[config.mk]
export PLATFORM = sky130hd
export DESIGN_NAME = sincos_angle_turn_tracker
export DESIGN_NICKNAME = d
export VERILOG_FILES = /design/src/stt_pkg.sv /design/src/stt_ctrl.sv /design/src/stt_datapath.sv /design/src/sincos_angle_turn_tracker.sv
export SDC_FILE = /design/constraint.sdc
export NUM_CORES = 1
export LEC_CHECK = 0
export BUFFER_PORTS_ARGS = -buffer_cell sky130_fd_sc_hd__buf_2
export CAP_MARGIN = 20
export CORE_ASPECT_RATIO = 0.6
export CORE_MARGIN = 3
export CORE_UTILIZATION = 30
export CTS_CLUSTER_DIAMETER = 30
export DETAILED_ROUTE_END_ITERATION = 10
export GPL_ROUTABILITY_DRIVEN = 0
export PLACE_DENSITY_LB_ADDON = 0.15
export SYNTH_ARGS = -nofsm -noshare
export SYNTH_HDL_FRONTEND = slang
export SYNTH_SLANG_ARGS = --single-unit
[constraint.sdc]
create_clock -name clk -period 12.5 [get_ports clk]
set_clock_uncertainty 0.2 [all_clocks]
set_input_delay 1.875 -clock clk [delete_from_list [all_inputs] [get_ports clk]]
set_output_delay 1.875 -clock clk [all_outputs]
set_load 0.03 [all_outputs]
[src/stt_pkg.sv]
package stt_pkg;

    localparam int TURN_W        = 32;
    localparam int Z_W           = 32;
    localparam int PRESCALE_BITS = 16;
    localparam int GUARD_BITS    = 2;
    localparam int TBL_IDX_W     = 5;
    localparam int CFG_IDX_W     = 2;

    localparam logic [CFG_IDX_W-1:0] REG_SINE_OFFSET   = 2'd0;
    localparam logic [CFG_IDX_W-1:0] REG_COSINE_OFFSET = 2'd1;

    localparam logic signed [TURN_W-1:0] TURN_MAX = 32'sh7FFF_FFFF;
    localparam logic signed [TURN_W-1:0] TURN_MIN = 32'sh8000_0000;

    localparam logic [Z_W-1:0] HALF_TURN = 32'h8000_0000;

    typedef struct packed {
        logic                 load;
        logic                 iterate;
        logic                 finish;
        logic [TBL_IDX_W-1:0] step;
    } stt_cmd_t;

    typedef struct packed {
        logic out_busy;
    } stt_status_t;

    // atan(2^-i) as a fraction of a turn, 32 fractional bits
    function automatic logic [Z_W-1:0] atan_turn(input logic [TBL_IDX_W-1:0] idx);
        logic [Z_W-1:0] r;
        case (idx)
            5'd0:    r = 32'h20000000;
            5'd1:    r = 32'h12E4051E;
            5'd2:    r = 32'h09FB385B;
            5'd3:    r = 32'h051111D4;
            5'd4:    r = 32'h028B0D43;
            5'd5:    r = 32'h0145D7E1;
            5'd6:    r = 32'h00A2F61E;
            5'd7:    r = 32'h00517C55;
            5'd8:    r = 32'h0028BE53;
            5'd9:    r = 32'h00145F2F;
            5'd10:   r = 32'h000A2F98;
            5'd11:   r = 32'h000517CC;
            5'd12:   r = 32'h00028BE6;
            5'd13:   r = 32'h000145F3;
            5'd14:   r = 32'h0000A2F9;
            5'd15:   r = 32'h0000517C;
            5'd16:   r = 32'h000028BE;
            5'd17:   r = 32'h0000145F;
            5'd18:   r = 32'h00000A2F;
            5'd19:   r = 32'h00000517;
            5'd20:   r = 32'h0000028B;
            5'd21:   r = 32'h00000145;
            5'd22:   r = 32'h000000A2;
            5'd23:   r = 32'h00000051;
            default: r = '0;
        endcase
        return r;
    endfunction

endpackage

[src/stt_ctrl.sv]
module stt_ctrl
    import stt_pkg::*;
#(
    parameter int CORDIC_STEPS = 16
)
(
    input  logic        clk,
    input  logic        rst_n,
    input  logic        in_valid,
    output logic        in_ready,
    input  stt_status_t status,
    output stt_cmd_t    cmd
);

    localparam int STEP_W = (CORDIC_STEPS > 1) ? $clog2(CORDIC_STEPS) : 1;
    localparam logic [STEP_W-1:0] LAST_STEP = STEP_W'(CORDIC_STEPS - 1);

    typedef enum logic [2:0] {
        S_IDLE = 3'b001,
        S_ITER = 3'b010,
        S_DONE = 3'b100
    } state_t;

    state_t             state_reg, state_next;
    logic [STEP_W-1:0]  step_reg, step_next;

    always_comb
    begin
        state_next  = state_reg;
        step_next   = step_reg;
        in_ready    = 1'b0;
        cmd.load    = 1'b0;
        cmd.iterate = 1'b0;
        cmd.finish  = 1'b0;
        cmd.step    = TBL_IDX_W'(step_reg);
        case (state_reg)
            S_IDLE:
            begin
                in_ready = 1'b1;
                if (in_valid)
                begin
                    cmd.load   = 1'b1;
                    step_next  = '0;
                    state_next = S_ITER;
                end
            end
            S_ITER:
            begin
                cmd.iterate = 1'b1;
                step_next   = step_reg + 1'b1;
                if (step_reg == LAST_STEP)
                begin
                    state_next = S_DONE;
                end
            end
            S_DONE:
            begin
                // hold until the output register can take the beat
                if (!status.out_busy)
                begin
                    cmd.finish = 1'b1;
                    state_next = S_IDLE;
                end
            end
            default:
            begin
                state_next = S_IDLE;
            end
        endcase
    end

    always_ff @(posedge clk or negedge rst_n)
    begin
        if (!rst_n)
        begin
            state_reg <= S_IDLE;
            step_reg  <= '0;
        end
        else
        begin
            state_reg <= state_next;
            step_reg  <= step_next;
        end
    end

endmodule

[src/stt_datapath.sv]
module stt_datapath
    import stt_pkg::*;
#(
    parameter int ADC_BITS   = 12,
    parameter int ANGLE_BITS = 16
)
(
    input  logic                        clk,
    input  logic                        rst_n,
    input  logic                        cfg_write_en,
    input  logic [CFG_IDX_W-1:0]        cfg_index,
    input  logic [ADC_BITS-1:0]         cfg_data,
    input  logic [ADC_BITS-1:0]         sine_sample,
    input  logic [ADC_BITS-1:0]         cosine_sample,
    input  stt_cmd_t                    cmd,
    output stt_status_t                 status,
    output logic                        out_valid,
    input  logic                        out_ready,
    output logic [ANGLE_BITS-1:0]       angle,
    output logic signed [TURN_W-1:0]    turn_count
);

    localparam int DW = ADC_BITS + 1 + PRESCALE_BITS + GUARD_BITS;
    localparam logic [ADC_BITS-1:0] MID_SCALE = {1'b1, {(ADC_BITS-1){1'b0}}};
    localparam logic [Z_W-1:0] ROUND_BIT = Z_W'(1) << (Z_W - 1 - ANGLE_BITS);
    localparam logic signed [ANGLE_BITS:0] HALF     = {2'b01, {(ANGLE_BITS-1){1'b0}}};
    localparam logic signed [ANGLE_BITS:0] NEG_HALF = {2'b11, {(ANGLE_BITS-1){1'b0}}};

    logic [ADC_BITS-1:0]          sine_off_reg, cosine_off_reg;
    logic signed [DW-1:0]         x_reg, x_next;
    logic signed [DW-1:0]         y_reg, y_next;
    logic [Z_W-1:0]               z_reg, z_next;
    logic                         zero_reg;
    logic [ANGLE_BITS-1:0]        prev_angle_reg;
    logic signed [TURN_W-1:0]     turns_reg, turns_next;
    logic                         first_reg;
    logic                         out_valid_reg;
    logic [ANGLE_BITS-1:0]        angle_reg, angle_next;
    logic signed [TURN_W-1:0]     turn_out_reg;

    logic signed [ADC_BITS:0]     diff_y, diff_x;
    logic signed [DW-1:0]         y_load, x_load;
    logic signed [DW-1:0]         dx, dy;
    logic                         y_pos;
    logic [Z_W-1:0]               atan_val, z_round;
    logic signed [ANGLE_BITS:0]   delta;

    assign diff_y = $signed({1'b0, sine_sample}) - $signed({1'b0, sine_off_reg});
    assign diff_x = $signed({1'b0, cosine_sample}) - $signed({1'b0, cosine_off_reg});
    assign y_load = {{GUARD_BITS{diff_y[ADC_BITS]}}, diff_y, {PRESCALE_BITS{1'b0}}};
    assign x_load = {{GUARD_BITS{diff_x[ADC_BITS]}}, diff_x, {PRESCALE_BITS{1'b0}}};

    assign dx       = y_reg >>> cmd.step;
    assign dy       = x_reg >>> cmd.step;
    assign y_pos    = !y_reg[DW-1] && (y_reg != '0);
    assign atan_val = atan_turn(cmd.step);

    always_comb
    begin
        x_next = x_reg;
        y_next = y_reg;
        z_next = z_reg;
        if (cmd.load)
        begin
            // left half plane: rotate by half a turn first
            if (diff_x[ADC_BITS])
            begin
                x_next = -x_load;
                y_next = -y_load;
                z_next = HALF_TURN;
            end
            else
            begin
                x_next = x_load;
                y_next = y_load;
                z_next = '0;
            end
        end
        else if (cmd.iterate)
        begin
            if (y_pos)
            begin
                x_next = x_reg + dx;
                y_next = y_reg - dy;
                z_next = z_reg + atan_val;
            end
            else
            begin
                x_next = x_reg - dx;
                y_next = y_reg + dy;
                z_next = z_reg - atan_val;
            end
        end
    end

    assign z_round    = z_reg + ROUND_BIT;
    assign angle_next = zero_reg ? '0 : z_round[Z_W-1 -: ANGLE_BITS];
    assign delta      = $signed({1'b0, angle_next}) - $signed({1'b0, prev_angle_reg});

    always_comb
    begin
        turns_next = turns_reg;
        if (!first_reg)
        begin
            if (delta > HALF)
            begin
                if (turns_reg != TURN_MIN)
                begin
                    turns_next = turns_reg - 1'b1;
                end
            end
            else if (delta < NEG_HALF)
            begin
                if (turns_reg != TURN_MAX)
                begin
                    turns_next = turns_reg + 1'b1;
                end
            end
        end
    end

    always_ff @(posedge clk or negedge rst_n)
    begin
        if (!rst_n)
        begin
            sine_off_reg   <= MID_SCALE;
            cosine_off_reg <= MID_SCALE;
            prev_angle_reg <= '0;
            turns_reg      <= '0;
            first_reg      <= 1'b1;
            out_valid_reg  <= 1'b0;
        end
        else
        begin
            if (cfg_write_en)
            begin
                case (cfg_index)
                    REG_SINE_OFFSET:   sine_off_reg   <= cfg_data;
                    REG_COSINE_OFFSET: cosine_off_reg <= cfg_data;
                    default:           ;
                endcase
            end
            if (cmd.finish)
            begin
                prev_angle_reg <= angle_next;
                turns_reg      <= turns_next;
                first_reg      <= 1'b0;
                out_valid_reg  <= 1'b1;
            end
            else if (out_ready)
            begin
                out_valid_reg <= 1'b0;
            end
        end
    end

    always_ff @(posedge clk)
    begin
        x_reg <= x_next;
        y_reg <= y_next;
        z_reg <= z_next;
        if (cmd.load)
        begin
            zero_reg <= (diff_x == '0) && (diff_y == '0);
        end
        if (cmd.finish)
        begin
            angle_reg    <= angle_next;
            turn_out_reg <= turns_next;
        end
    end

    assign status.out_busy = out_valid_reg && !out_ready;
    assign out_valid       = out_valid_reg;
    assign angle           = angle_reg;
    assign turn_count      = turn_out_reg;

endmodule

[src/sincos_angle_turn_tracker.sv]
// Sine/cosine sensor angle decoder with turn counter.
// Input channel (in_valid/in_ready) takes one beat of raw ADC samples; the
// zero offsets of both channels are removed and atan2 is found by an
// iterative vectoring CORDIC, one micro-rotation per cycle on one shared
// shift/add unit. Output channel (out_valid/out_ready) gives one beat per
// input beat: the angle (2^ANGLE_BITS units per turn) and the saturating
// signed turn count, which moves by one when the angle wraps across zero.
// After an input beat the controller runs the CORDIC iteration loop
// (S_ITER), then in S_DONE registers the result and raises out_valid. No
// new beat is taken until that is done; in_ready is high only between items.
// The result sits in an output register, so the next input beat is taken
// while a finished result still waits. If the receiver stalls, the block
// holds its next result until the output register frees.
// Offsets are written via cfg_write_en/cfg_index/cfg_data (index 0 sine, 1 cosine,
// others ignored); the user must write them only while the block is idle, as the block does not enforce it.
// Reset: offsets go to mid-scale, turn count to zero, and the first beat
// after reset only records its angle.
module sincos_angle_turn_tracker
    import stt_pkg::*;
#(
    parameter int ADC_BITS     = 12,
    parameter int ANGLE_BITS   = 16,
    parameter int CORDIC_STEPS = 16
)
(
    input  logic                        clk,
    input  logic                        rst_n,
    input  logic                        cfg_write_en,
    input  logic [CFG_IDX_W-1:0]        cfg_index,
    input  logic [ADC_BITS-1:0]         cfg_data,
    input  logic                        in_valid,
    output logic                        in_ready,
    input  logic [ADC_BITS-1:0]         sine_sample,
    input  logic [ADC_BITS-1:0]         cosine_sample,
    output logic                        out_valid,
    input  logic                        out_ready,
    output logic [ANGLE_BITS-1:0]       angle,
    output logic signed [TURN_W-1:0]    turn_count
);

    stt_cmd_t    cmd;
    stt_status_t status;

    stt_ctrl #(
        .CORDIC_STEPS (CORDIC_STEPS)
    ) u_ctrl (
        .clk      (clk),
        .rst_n    (rst_n),
        .in_valid (in_valid),
        .in_ready (in_ready),
        .status   (status),
        .cmd      (cmd)
    );

    stt_datapath #(
        .ADC_BITS   (ADC_BITS),
        .ANGLE_BITS (ANGLE_BITS)
    ) u_datapath (
        .clk           (clk),
        .rst_n         (rst_n),
        .cfg_write_en  (cfg_write_en),
        .cfg_index     (cfg_index),
        .cfg_data      (cfg_data),
        .sine_sample   (sine_sample),
        .cosine_sample (cosine_sample),
        .cmd           (cmd),
        .status        (status),
        .out_valid     (out_valid),
        .out_ready     (out_ready),
        .angle         (angle),
        .turn_count    (turn_count)
    );

endmodule
[Word level (Yosys, flattened, before mapping)]
Memory sizes are Yosys's and may differ from the RTL's.
Cells that the tools add are included.
Word-level totals
  register bits: 224
  word-level logic and storage cells: 92
  memory bits (read-only): 960
  input port bits: 43
  memories kept: 1
Memories
  (name not given): depth 32, bits a word 30, rd ports 1, clocked after memory_dff 0, wr ports 0, RTL line stt_pkg.sv:32  | case (idx)
Operators by class
  equality and inequality tests: 10
  reductions and logical operators: 16
  $add $sub $neg: 15
  mux-type cells: 32
  shift-type cells: 2
  $lt $le $gt $ge: 2
Operator list (number)
  32-bit two-way mux: 9
  31-bit two-way mux: 8
  32-bit != test (second input constant): 2
  31-bit adder: 2
  29-bit negator with 31-bit output: 2
  31-bit by 4-bit >>> shifter with 31-bit output: 2
  31-bit subtractor: 2
  32-bit by 1-bit adder with 32-bit output (second input constant): 1
  32-bit by 16-bit adder with 32-bit output (second input constant): 1
  32-bit adder: 1
  32-bit by 1-bit subtractor with 32-bit output (second input constant): 1
  32-bit subtractor: 1
  31-bit nonzero test: 1
  13-bit logical NOT: 2
  12-bit by 12-bit subtractor with 13-bit output: 2
  17-bit > comparator (second input constant): 1
  17-bit by 16-bit less-than comparator with 1-bit output (second input constant): 1
  16-bit by 16-bit subtractor with 17-bit output: 1
  16-bit two-way mux: 1
  3-bit two-way mux: 3
  3-bit one-hot mux with 3 select lines: 1
  1-bit two-way mux: 8
  4-bit one-hot mux with 2 select lines: 1
  2-bit AND reduction: 3
  other kinds (14): 20

[Longest topological paths before layout]
  word-level depth: 7
  gate-level depth with buffers: 30
  gate-level depth less buffers: 25

[Cells and area by module]
A second synthesis with hierarchy kept.
Unflattened totals
  cell total of the unflattened synthesis: 2669
  area total of the unflattened synthesis: 23204.8 sq um
Modules (own cells, without submodules)
  stt_datapath: area each 22805.6 sq um, sequential area each 6149.6 sq um, cells each 2628, times used 1
  stt_ctrl: area each 399.1 sq um, sequential area each 176.4 sq um, cells each 41, times used 1

[Worst setup path after synthesis]
No wires, ideal clock.
  path type: register -> register
  start point: register u_ctrl.step_reg[1]
  end point: register u_datapath.z_reg[29], data pin
  path buffers: 3
  required time: 12.034 ns
  setup slack: 6.151 ns
  setup time: 0.266 ns
  stages on the path, launching flop included: 26
  clock period less this slack: 6.349 ns
  data arrival time: 5.883 ns
  path through: dfrtp_1 buf_4 inv_1 clkbuf_1 clkbuf_1 ha_1 nand2b_1 o21ai_0 o21ai_1 ha_1 o2111ai_1 or3_1 o21ai_1 xor2_1 ha_1 and2_1 or2_2 a22oi_1 o21ai_0 o21a_1 o21ai_0 o21ai_0 o21ai_0 nand2b_1 xnor2_1 nor2_1
Between the ends
  cells in the longest elaborated chain, start to end: 5
  elaborated cells between the ends (all ways): 6
  those cells by class: add/sub: 2; mux: 3; memory: 1
RTL lines
  start, declared: RTL line stt_ctrl.sv:25  | logic [STEP_W-1:0] step_reg, step_next;
  start signal, assigned: RTL line stt_ctrl.sv:82  | step_reg <= step_next;
  memory read 32 x 30 bit (*)
  32-bit subtractor / 32-bit adder (equally long branches): RTL line stt_datapath.sv:91, stt_datapath.sv:85
  32-bit two-way mux (*): RTL line stt_datapath.sv:81  | if (y_pos)
  32-bit two-way mux (*): RTL line stt_datapath.sv:79  | else if (cmd.iterate)
  32-bit two-way mux (*): RTL line stt_datapath.sv:63  | if (cmd.load)
  end signal, assigned: RTL line stt_datapath.sv:161  | z_reg <= z_next;
  end, declared: RTL line stt_datapath.sv:32  | logic [Z_W-1:0] z_reg, z_next;
Every way passes the cells marked *; elsewhere a longest branch is shown, timed or not. The select of a mux whose other input is x is not followed.
A chain may end at the register's enable or synchronous reset.

[Worst setup path in the final report]
  start point: register u_ctrl.step_reg[0]
  end point: register u_datapath.x_reg[29], data pin
Between the ends
  cells in the longest elaborated chain, start to end: 5
  elaborated cells between the ends (all ways): 6
  those cells by class: add/sub: 2; shift: 1; mux: 3
RTL lines
  31-bit by 4-bit >>> shifter with 31-bit output (*): RTL line stt_datapath.sv:53  | assign dx = y_reg >>> cmd.step;
  31-bit subtractor / 31-bit adder (equally long branches): RTL line stt_datapath.sv:89, stt_datapath.sv:83
  31-bit two-way mux (*): RTL line stt_datapath.sv:81
  31-bit two-way mux (*): RTL line stt_datapath.sv:79
  31-bit two-way mux (*): RTL line stt_datapath.sv:63
  net u_datapath.x_next[29]: RTL line stt_datapath.sv:30  | logic signed [DW-1:0] x_reg, x_next;
  end signal, assigned: RTL line stt_datapath.sv:159  | x_reg <= x_next;
  end, declared: RTL line stt_datapath.sv:30
The timed path passes the listed nets; every way through them passes the cells marked *. The select of a mux whose other input is x is not followed.

==> out/metrics.csv <==
metric;value;unit
outcome;completed;
hold buffers post-CTS;0;
Synth async-reset ratio;0.362;
vias in the first global route;19400;
post-CTS setup buffer count;0;
via count;20100;
sequential cell area;0.00634;mm^2
Worst EP required;12.60;ns
first-pass GRT wire length;114000;um
critical path endpoint category;flop;
RSZ-0062 raised after global routing;no;
setup_tns;0;ns
GRT overflow;0;
peak fanout along the critical path;60;
DP HPWL;55500;um
Syn Nets;2804;
Initial Utilization;0.305;
EDFF count, synth;143;
H-tree levels;2;
area of the multi-input gates;0.0153;mm^2
Synth Flop Type;edfxtp_1;
CTS Buffer Depth;3;
HP Class;flop to flop;
Finished Layout Cells;3669;
CTS Root Cell;clkbuf_16;
synthesized area per cell;8.67;um^2
DRC;0;
Area Growth Syn to Fin;13.3;%
f_max;129;MHz
drt first-iter violations;1804;
initial antenna violation count;4;
Syn Inst Count;2606;
Final Hold Violating Endpoints;0;
clk sink count;224;
most common cell in the netlist;nor2_1;
# diodes;0;
CTS Buf Count;47;
num rows;77;
gr usage total;0.183;
critical path class;flop to flop;
synth top area cells;edfxtp_1, dfrtp_1, ha_1;
Distinct cells, synth;90;
IO buf count;92;
Bufs and invs on worst path;2;
mux cell area share after synthesis;0.106;
Slew @ Worst Pin;1.19;ns
IO Count;93;
Final #Nets;2841;
routed wire length;73600;um
worst rel slew slack;0.205;
Crit path max-delay family;compound AO/OA/AOI/OAI gates;
Inst Count DP;3579;
Synthesis Warnings;0;
worst path cell trace;buf_4, mux4_2, mux2_2, o21ai_0, ha_1, inv_1, nor4b_1, a31o_2, nand3_1, nand2_1, xor2_1, ha_1, a21oi_1, a21oi_1, o21a_1, a211oi_1, o31ai_1, a2111oi_0, o21a_1, nor3_1, a31oi_1, xor2_1, nor2_1;
fraction of layout cells with a size suffix above 1;0.133;
filler instances;7614;
CP Launch Type;flop;
CP peak stage delay;0.82;ns
Synth Area in Adders;0.0878;
Final Max Tran Viols;0;
clock-pin slew on the worst setup and hold paths;0.05;ns
Synth Area in Simple Gates;0.190;
Yosys top cell by area;edfxtp_1;
post-DR vias/cell;5.49;
CP Data Arrival Time;7.87;ns
XOR/XNOR Fraction of Synth Area;0.105;
final setup violation count;0;
largest family of logic cells by synthesized area;simple AND/OR/NAND/NOR gates;
drt first pass iters;6;
compound-gate portion of the synthesized area;0.187;
sequential area share after synthesis;0.280;
pin count of the biggest net entering global routing;81;
width of the die;360;um
Synth top area share;0.190;
DR WL/cell;20.1;um
DIE AREA;0.0788;mm^2
antenna viol nets, final;0;
Worst-Skew Late Latency;0.59;ns
Max-Cap Viols;0;
fin crit share;0.622;
Die Ht;219;um
final worst path period need;7.78;ns
Slowest cell on crit path;buf_4;
CTS tree;done;
core area;0.0741;mm^2
mapped cell area;0.0226;mm^2
register bit total from synthesis;224;
synth cell count leaders;nor2_1, nand2_1, o21ai_0, a21oi_1, ha_1;
Resized Gates After CTS;0;
## final timing paths
kind / cells past startpoint / to / from / slack (ns)
hold reg to reg: 1 / u_datapath.cosine_off_reg[8] / u_datapath.cosine_off_reg[8] / 0.30
hold / removal: 1 / u_datapath.cosine_off_reg[8] / u_datapath.cosine_off_reg[8] / 0.30
max in group asynchronous: 2 / u_ctrl.step_reg[0] / rst_n / 9.89
setup / recovery: 23 / u_datapath.x_reg[29] / u_ctrl.step_reg[0] / 4.72
min in group asynchronous: 1 / u_datapath.prev_angle_reg[10] / rst_n / 1.01
setup reg to reg: 23 / u_datapath.x_reg[29] / u_ctrl.step_reg[0] / 4.72
## cell usage in the layout (no fill, tap or decap), types with 10 or more instances in the layout
cell type / netlist / final
nand3b_1: 15 / 15
mux4_2: 54 / 54
nor4_1: 24 / 24
dfrtp_1: 77 / 73
or4_1: 11 / 11
nor3_1: 65 / 65
o21bai_1: 21 / 21
a211oi_1: 22 / 22
o31ai_1: 15 / 15
nor2b_1: 34 / 34
nand3_1: 51 / 51
or3_1: 29 / 29
mux2i_1: 51 / 51
a21o_1: 42 / 42
or2_2: 22 / 22
nand2_1: 208 / 208
nand2b_1: 42 / 42
and2_1: 28 / 28
clkbuf_16: 0 / 47
mux2_2: 49 / 49
inv_1: 114 / 112
buf_2: 11 / 92
o21a_1: 36 / 36
o211ai_1: 16 / 16
o21ai_0: 182 / 182
and3_1: 20 / 20
o22ai_1: 18 / 18
buf_4: 9 / 21
o21ai_1: 14 / 14
nand4_1: 17 / 17
ha_1: 149 / 149
edfxtp_1: 143 / 143
nor3b_1: 12 / 11
a22oi_1: 10 / 10
xor2_1: 135 / 135
a21oi_1: 173 / 173
a31oi_1: 30 / 30
nor2_1: 276 / 275
xnor2_1: 134 / 134
## metal layers
layer / wire, um / vias to the layer above / global-route usage
li1: - / 9636 / -
met1: 38600 / 9788 / 0.290
met2: 27700 / 649 / 0.240
met3: 6320 / 71 / 0.0494
met4: 992 / 0 / 0.0319
met5: 0 / - / 0
## layout make-up
class                   count  area share
multi-input cells        2139       0.597
clock buffers              50      0.0468
inverters                 116      0.0171
clock inverters            38      0.0176
repair buffers            115      0.0260
well taps                 987      0.0483
flip-flops and latches    224       0.248
## through the flow
| stage | worst slack, ns | util | hold slack [ns] | cell area (um^2) |
|---|---|---|---|---|
| floorplan | 6.15 | - | 0.254 | 22600 |
| detailed placement | 4.80 | 0.323 | 0.294 | 23900 |
| global placement | 4.77 | 0.323 | 0.285 | 23900 |
| global route | 4.09 | 0.345 | 0.312 | 25600 |
| CTS | 4.76 | 0.345 | 0.306 | 25500 |
| finish | 4.72 | 0.345 | 0.303 | 25600 |
## kinds of logic (layout without fill, tap and decap cells)
group,after synthesis,count (layout)
and+or+nand+nor,880,880
adders and majority gates,155,155
muxes,161,161
DFF,224,224
buffers and inverters,243,319
xor gates and xnor gates,270,270
AOI/OAI and AO/OA,673,673
Power is left out: the tool's default activity adds up to more than one toggle a clock period on the data nets, which glitch-free logic cannot reach.
